## src/rtl/core/ptd_pkg.sv

```systemverilog
// shared types and constants of the point to depth image projector
package ptd_pkg;

    localparam int PW  = 20;
    localparam int FW  = 18;
    localparam int DW  = 16;
    localparam int RCW = 10;
    localparam int RRW = 9;
    localparam int CIW = 3;
    localparam int QDEPTH = 2;

    localparam logic [CIW-1:0] CFG_FOCAL_X  = 3'd0;
    localparam logic [CIW-1:0] CFG_FOCAL_Y  = 3'd1;
    localparam logic [CIW-1:0] CFG_CENTER_X = 3'd2;
    localparam logic [CIW-1:0] CFG_CENTER_Y = 3'd3;
    localparam logic [CIW-1:0] CFG_WIDTH    = 3'd4;
    localparam logic [CIW-1:0] CFG_HEIGHT   = 3'd5;

    typedef enum logic [1:0] {
        K_READ,
        K_PROJ,
        K_ZERO
    } t_kind;

    typedef struct packed {
        t_kind                 kind;
        logic signed [PW-1:0]  x;
        logic signed [PW-1:0]  y;
        logic signed [PW-1:0]  z;
        logic [DW-1:0]         depth;
        logic [RCW-1:0]        rcol;
        logic [RRW-1:0]        rrow;
    } t_item;

    typedef struct packed {
        logic [FW-1:0] fx;
        logic [FW-1:0] fy;
        logic [FW-1:0] cx;
        logic [FW-1:0] cy;
    } t_optics;

    typedef enum logic [3:0] {
        S_CLEAR,
        S_IDLE,
        S_MUL,
        S_SUM,
        S_PREP,
        S_DIV,
        S_CLAMP,
        S_ADDR,
        S_RREQ,
        S_RDATA,
        S_WRITE
    } t_state;

endpackage

```

## src/rtl/core/ptd_front.sv

```systemverilog
// front end: accepts items, drops skipped points, classifies and saturates depth
module ptd_front import ptd_pkg::*; (
    input  logic                 start,
    input  logic                 i_busy,
    input  logic                 i_operation,
    input  logic signed [PW-1:0] i_point_x_mm,
    input  logic signed [PW-1:0] i_point_y_mm,
    input  logic signed [PW-1:0] i_point_z_mm,
    input  logic                 i_z_is_number,
    input  logic [RCW-1:0]       i_read_col,
    input  logic [RRW-1:0]       i_read_row,
    output logic                 o_push,
    output t_item                o_item
);

    always_comb begin
        o_push = start && !i_busy && (i_operation || i_z_is_number);
        o_item.x    = i_point_x_mm;
        o_item.y    = i_point_y_mm;
        o_item.z    = i_point_z_mm;
        o_item.rcol = i_read_col;
        o_item.rrow = i_read_row;
        if (i_operation) begin
            o_item.kind = K_READ;
        end else if (i_point_z_mm == '0) begin
            o_item.kind = K_ZERO;
        end else begin
            o_item.kind = K_PROJ;
        end
        if (i_point_z_mm[PW-1]) begin
            o_item.depth = '0;
        end else if (i_point_z_mm > $signed(PW'(65535))) begin
            o_item.depth = '1;
        end else begin
            o_item.depth = i_point_z_mm[DW-1:0];
        end
    end

endmodule

```

## config.mk

```make
export PLATFORM = sky130hd
export DESIGN_NAME = ptd_front
export DESIGN_NICKNAME = d
export VERILOG_FILES = /design/src/rtl/core/ptd_pkg.sv /design/src/rtl/core/ptd_front.sv
export SDC_FILE = /design/constraint.sdc
export NUM_CORES = 1
export LEC_CHECK = 0
export ABC_AREA = 1
export BUFFER_PORTS_ARGS = -buffer_cell sky130_fd_sc_hd__buf_4
export CORE_ASPECT_RATIO = 0.6
export CORE_MARGIN = 5
export CORE_UTILIZATION = 26
export DETAILED_ROUTE_END_ITERATION = 10
export PLACE_DENSITY = 0.85
export SYNTH_ARGS = -nofsm -noshare
export SYNTH_HDL_FRONTEND = slang
export SYNTH_SLANG_ARGS = --single-unit
```

## constraint.sdc

```tcl
create_clock -name vclk -period 1.02
set_input_delay 0.204 -clock vclk [all_inputs]
set_output_delay 0.204 -clock vclk [all_outputs]
set_load 0.03 [all_outputs]
```

==> results.md <==
- Final critical-path share of the clock period: 115%
- Standard-cell rows: 16
- Slew Viols, Final: 0
- Achievable frequency: 852 MHz
- Largest net degree at the start of global routing: 11
- # setup viols final: 18
- Unrepaired setup endpoints after global routing: true
- Remaining global-route overflow: 0
- Most common cell after layout, fill and taps aside: buf_4
- Max FO, Critical Path: 2
- Startpoint types: input pin
- Final ANT Viol Nets: 0
- Netlist cell types: 12
- Slew margin rel.: around nine tenths
- Storage element area: 0 um2
- Setup ws final: -0.154 ns
- Worst-path cell chain: buf_6 > or2_4 > nor2_4 > nand3_4 > nor2_4 > buf_6
- Drt initial violations: 17
- Post-Place Worst Slack: -0.287 ns
- DR pass1 iterations: 2
- Filler cells: ~350
- Vias: 759
- Top Layer Used: met4
- Drt drc: 0
- Layout Nets: ~230
- Met1 Wirelength: approximately 910 um
- Cells after Synth: 140
- First-pass GRT wire length: 3770 um
- Footprint of the multi-input gates: 333 um2
- Initial antenna violation count: 0
- Worst EP required: 0.82 ns
- GRT Util Overall: 10.5%
- Post-CTS Hold Buffers: 0
- Design Power: 681 uW
- Setup TNS: -2.23 ns
- Setup crit end kind: primary output
- Initial core utilization: 27.0%
- Power Density: 527 nW/um2
- Post-synthesis sequential area ratio: 0%
- Antenna diodes: 0
- Mapped Area: 877 um2
- Vias per cell: between 3 and 4
- Commonest non-fill, non-tap cells in the layout: buf_4, buf_6, inv_1, o21ai_2, nor2_4
- VDD IR max: 0.217 mV
- Buf+Inv Stages, Crit Path: 2
- Syn Nets: 223
- Met3 WL post-DR: 558 um
- Hold WC Path Type: in -> out
- Seq Cell Count: 0
- Core Area: ~3200 um2
- Cell family with most CP delay: simple AND/OR/NAND/NOR gates
- Syn_area_per_cell: 6.26 um2
- Crit path DAT: between 0.9 and 1 ns
- Port bufs: 63
- Final hold violations: 0
- Critical path class: in -> out
- Failing checks: setup timing
- Leakage: between 0.6 and 0.7 nW
- Fin util: 39.8%
- Shortest period the worst path allows: 1.17 ns
- Ys Warns: 0
- Number of global-route vias before repair: 737
- Detailed Place HPWL: 2220 um
- Die height: 55.0 um
- Die Wd: 85.0 um
- CP max stage delay: between 0.2 and 0.3 ns
- WL/cell: 14.5 um
- Slowest-stage cell, CP: or2_4
- Final wirelength: 2780 um
- MaxCap Viol Count: 0
- Layout cells sized above 1: 84.9%
- Worst-Margin Slew: 0.129 ns
- Area Overhead vs Synth: 47.2%
- Status: complete, but fails checks
- RD Place Congestion: 0.654
- Io pins: 181
- Die Footprint: between 4000 and 5000 um2
- Metal2 WL: 1290 um
- Clk_buf instances: 0
==> per-stage QoR <==
stage | hold slack (ns) | cell area (um2) | instances
6_report | 0.408 | 1290 | 191
4_1_cts | 0.408 | 1160 | 190
3_5_place_dp | 0.408 | 975 | 188
3_3_place_gp | 0.408 | 975 | 188
2_1_floorplan | 0.449 | 885 | 140
5_1_grt | 0.408 | 1290 | 191
==> cells in the mapped netlist <==
cell type,instances,area (um2)
nor2_1,13,48.8
nand3_1,1,5.00
buf_2,1,5.00
o21ai_1,5,25.0
nand2_1,5,18.8
buf_6,1,11.3
or2_1,1,6.26
o21ai_2,5,43.8
buf_4,79,593
nand2_2,1,6.26
inv_1,21,78.8
o21ai_0,7,35.0
==> power breakdown <==
group,switching [mW],internal (mW)
Clock,0,0
Combinational,0.355,0.325
Sequential,0,0
Total,0.355,0.325
==> per-layer routing <==
layer / vias up / global-route usage, %
li1: 354 / -
met1: 322 / 11.1
met2: 79 / 15.1
met3: 4 / 10.9
met4: 0 / 1.32
met5: - / 0
==> what timing repair did <==
action	4_1_cts	5_1_grt
endpoints found under the setup margin	18	18
setup buffers	1	1
pin swaps	12	8
gates cloned	1	0
gates resized for setup	50	33
==> cell type report <==
| cell class | count | area share, % |
|---|---|---|
| Timing Repair Buffer | 87 | 63.4 |
| Multi-Input combinational cell | 38 | 25.8 |
| Tap cell | 45 | 4.36 |
| Inverter | 21 | 6.49 |
==> path summary, 6_finish.rpt <==
check,from,end,slack (ns),cells after the start
setup / recovery,i_point_z_mm[7],o_item[96],-0.15,6
hold / removal,i_point_y_mm[14],o_item[69],0.41,0
==> cells by family (layout without fill, tap and decap cells) <==
kind of cell / after synthesis / in the layout / synth area share [%]
buf+inv: 102 / 108 / 78.5
simple gates: 21 / 21 / 9.70
compound gates: 17 / 17 / 11.8
(Power assumes the default switching activity.)
