### src/rtl/core/ptd_pkg.sv
// shared types and constants of the point to depth image projector
package ptd_pkg;

    localparam int PW  = 20;
    localparam int FW  = 18;
    localparam int DW  = 16;
    localparam int RCW = 10;
    localparam int RRW = 9;
    localparam int CIW = 3;
    localparam int QDEPTH = 2;

    localparam logic [CIW-1:0] CFG_FOCAL_X  = 3'd0;
    localparam logic [CIW-1:0] CFG_FOCAL_Y  = 3'd1;
    localparam logic [CIW-1:0] CFG_CENTER_X = 3'd2;
    localparam logic [CIW-1:0] CFG_CENTER_Y = 3'd3;
    localparam logic [CIW-1:0] CFG_WIDTH    = 3'd4;
    localparam logic [CIW-1:0] CFG_HEIGHT   = 3'd5;

    typedef enum logic [1:0] {
        K_READ,
        K_PROJ,
        K_ZERO
    } t_kind;

    typedef struct packed {
        t_kind                 kind;
        logic signed [PW-1:0]  x;
        logic signed [PW-1:0]  y;
        logic signed [PW-1:0]  z;
        logic [DW-1:0]         depth;
        logic [RCW-1:0]        rcol;
        logic [RRW-1:0]        rrow;
    } t_item;

    typedef struct packed {
        logic [FW-1:0] fx;
        logic [FW-1:0] fy;
        logic [FW-1:0] cx;
        logic [FW-1:0] cy;
    } t_optics;

    typedef enum logic [3:0] {
        S_CLEAR,
        S_IDLE,
        S_MUL,
        S_SUM,
        S_PREP,
        S_DIV,
        S_CLAMP,
        S_ADDR,
        S_RREQ,
        S_RDATA,
        S_WRITE
    } t_state;

endpackage

### src/rtl/core/ptd_queue.sv
// two-entry item queue between front and back
module ptd_queue import ptd_pkg::*; (
    input  logic  i_clk,
    input  logic  i_rst_n,
    input  logic  i_push,
    input  t_item i_item,
    input  logic  i_pop,
    output t_item o_item,
    output logic  o_full,
    output logic  o_empty
);

    localparam int QAW = $clog2(QDEPTH);

    t_item             r_mem [QDEPTH];
    logic [QAW-1:0]    r_wp;
    logic [QAW-1:0]    r_rp;
    logic [QAW:0]      r_cnt;

    assign o_full  = (r_cnt == (QAW+1)'(QDEPTH));
    assign o_empty = (r_cnt == '0);
    assign o_item  = r_mem[r_rp];

    always_ff @(posedge i_clk) begin
        if (!i_rst_n) begin
            r_wp  <= '0;
            r_rp  <= '0;
            r_cnt <= '0;
        end else begin
            if (i_push) begin
                r_wp <= r_wp + 1'b1;
            end
            if (i_pop) begin
                r_rp <= r_rp + 1'b1;
            end
            if (i_push && !i_pop) begin
                r_cnt <= r_cnt + 1'b1;
            end else if (i_pop && !i_push) begin
                r_cnt <= r_cnt - 1'b1;
            end
        end
    end

    always_ff @(posedge i_clk) begin
        if (i_push) begin
            r_mem[r_wp] <= i_item;
        end
    end

endmodule

### config.mk
export PLATFORM = sky130hd
export DESIGN_NAME = ptd_queue
export DESIGN_NICKNAME = d
export VERILOG_FILES = /design/src/rtl/core/ptd_pkg.sv /design/src/rtl/core/ptd_queue.sv
export SDC_FILE = /design/constraint.sdc
export NUM_CORES = 1
export LEC_CHECK = 0
export BUFFER_PORTS_ARGS = -buffer_cell sky130_fd_sc_hd__clkbuf_2
export CAP_MARGIN = 25
export CORE_UTILIZATION = 52
export DETAILED_ROUTE_END_ITERATION = 10
export GPL_TIMING_DRIVEN = 0
export PLACE_DENSITY = 0.79
export SYNTH_ARGS = -nofsm -noshare
export SYNTH_HDL_FRONTEND = slang
export SYNTH_SLANG_ARGS = --single-unit
export TNS_END_PERCENT = 20
### constraint.sdc
create_clock -name i_clk -period 6.6 [get_ports i_clk]
set_input_delay 0 -clock i_clk [delete_from_list [all_inputs] [get_ports i_clk]]
set_output_delay 0 -clock i_clk [all_outputs]
set_load 0.01 [all_outputs]
==> results.md <==
- Status: finished clean
- Crit path from: r_wp
- Die ar.: 0.0146 mm2
- Via count: 4185
- Placed cells: 707
- Sw Ratio: 0.216
- Grt ovf: 0
- Pins Over Slew Limit: 0
- FP Rows: 43
- Setup violators final: 0
- Initial Utilization: 0.530
- Fill cells: 787
- Top-count cell post-synth: edfxtp_1
- Final instance area: 0.0103 mm2
- Setup Buffers After CTS: 0
- Clock root cell: clkbuf_16
- #FFs+latches synth: 199
- Clock buffer depth: 2
- Final Hold Viols: 0
- Routed WL per cell: 17.4 um
- Residual DRC count: 0
- FFs w/ async S/R, synth: 0
- Clock Power Share: 0.369
- H-Tree Level Count: 4
- Syn Std Cell Area: 0.00733 mm2
- Number of synthesized flops with an enable pin: 194
- Largest net degree at the start of global routing: 51
- Share of layout cells above drive strength 1: 0.520
- Post-Layout Cell Count: 840
- IO Count: 200
- Hold slack: 0.303 ns
- HP Class: primary input to flip-flop
- Register area share after synthesis: 0.808
- ANT cells: 0
- Routability Congestion: 0.683
- Setup Skew: 0.00952 ns
- Worst Hold Launch: i_item[1]
- Min Clock Period, post-route: 1.72 ns
- CTS resizes: 0
- Final net count: 749
- Largest cells by area after synthesis: edfxtp_1 79%, mux2_2 10%, mux2_4 6.1%, dfxtp_1 1.4%, buf_6 0.77%
- Crit Path Category: flip-flop to flip-flop
- Final period utilization: 0.261
- Initial antenna violation count: 0
- Die W: 121 um
- Worst slew margin: 0.541
- Overall Global Routing Usage: 0.207
- Net switching power: 0.629 mW
- Num CTS Buffers: 17
- Crit end category: flip-flop
- Leak Pwr: 4.05 nW
- Port buffer count: 199
- Internal power: 2.29 mW
- Flop pwr share: 0.506
- Achievable frequency: 581 MHz
- Synthesis-to-layout area growth: 40.4%
- Die H: 121 um
- Unique masters post-synth: 17
- CTS tree: yes
- Sequential cell area: 0.00593 mm2
- Detailed-route wire length: 14600 um
- Setup_tns: 0 ns
- Post-synth top cells: 194 x edfxtp_1, 67 x mux2_2, 30 x mux2_4
- DRT Pass-1 Iters: 6
- Crit start category: flip-flop
- Detail Route Antenna Nets: 0
- Worst-path clk slew: 0.07 ns
- Worst slew pin tran: 0.687 ns
- Vias in the first global route: 4404
- Cell count after synthesis: 324
- CP Data Arrival Time: 1.82 ns
- Sink Count: 199
- Comb power frac: 0.124
- Multi-input combinational cell area: 0.00133 mm2
- Clock latency on the worst-skew pair: 0.42 ns
- Yosys warns: 0
- Largest area contributor in the netlist: edfxtp_1
- Via density: 4.98
- Syn Nets: 426
- Crit-path max FO: 50
- Post-synth top area share: 0.794
- First-pass GRT wire length: 21900 um
- Dominant synthesized flop cell: edfxtp_1
- Worst VDD drop: 0.172 mV
- Power Density: 284 mW/mm2
- Placed Area: 0.00866 mm2
- Required @ worst endpoint: 6.70 ns
- Worst r2r src: r_wp
- Core Region: 0.0138 mm2
- Syn avg cell area: 22.6 um2
- DP Wirelength: 8650 um
- Max cap viols: 0
- RSZ-0062 raised after global routing: no
- Hold_buf cts: 101
- DRT iter0 DRCs: 236
==> flip-flops by register name, indices dropped and copies added, names as in the netlist, named ones only <==
| name | flops |
|---|---|
| r_mem | 194 |
| r_rp | 1 |
| r_cnt | 2 |
| r_wp | 1 |
==> routing by layer <==
metal  up-vias  GRT usage  part of all wire
met5         -          0                 0
met4         0      0.101             0.027
met3        36     0.0684             0.068
met2       167      0.370              0.53
met1      2042      0.217              0.37
li1       1940          -                 -
==> layout by cell type (no fill, tap or decap), types with 2 or more instances in the layout <==
cell type and n:
and2_1 3, clkinvlp_4 2, clkinv_2 2, edfxtp_1 194, clkinv_1 2, buf_2 6, buf_12 2, inv_6 4
dlygate4sd3_1 101, clkbuf_2 199, xor2_1 2, nor2b_1 2, bufinv_16 4, mux2_4 30, buf_6 5, buf_16 2
clkbuf_16 17, mux2_2 67, dfxtp_1 5
==> cell type report <==
| type | count | area share |
|---|---|---|
| sequential | 199 | 0.576 |
| inverter | 1 | 0.000365 |
| clock buffer | 17 | 0.0413 |
| clock inverter | 15 | 0.0191 |
| tap | 180 | 0.0219 |
| multi-input combinational | 113 | 0.129 |
| timing repair buffer | 304 | 0.204 |
| buffer | 11 | 0.00839 |
==> kinds of logic after synthesis <==
kind of cell / count (synthesis) / synth area share
multiplexers: 97 / 0.164
buffers and inverters: 12 / 0.0123
AND/OR/NAND/NOR: 9 / 0.00734
AO/OA/AOI/OAI: 3 / 0.00273
adder cells (fa/ha/maj): 1 / 0.00171
XOR/XNOR: 3 / 0.00358
flip-flops: 199 / 0.808
==> worst paths after layout <==
check	endpoint	slack, ns	depth (start not counted)
min	r_mem[0][1]	0.30	2
max	r_mem[1][74]	4.88	2
max reg2reg	r_mem[1][74]	4.88	2
min reg2reg	r_cnt[1]	0.52	2
==> per-stage QoR <==
stage / util / power (mW) / setup WS [ns]
global placement: 0.619 / 1.81 / -0.600
CTS: 0.744 / 2.93 / 4.84
global route: 0.744 / 3.01 / 4.80
floorplan: - / 1.68 / 1.42
detailed placement: 0.626 / 1.82 / 4.87
finish: 0.744 / 2.92 / 4.88
==> worst max-delay path, cell delays in order (launching register included) <==
cell and delay [ns]:
dfxtp_1 0.41, and2_4 0.63, buf_16 0.33
==> power groups by stage <==
stage	clock network (mW)	logic (mW)	registers, mW
floorplan	0	0.178	1.51
global placement	0	0.294	1.51
detailed placement	0	0.312	1.50
CTS	1.09	0.362	1.48
global route	1.14	0.388	1.48
finish	1.08	0.363	1.48
(Power assumes the default switching activity.)
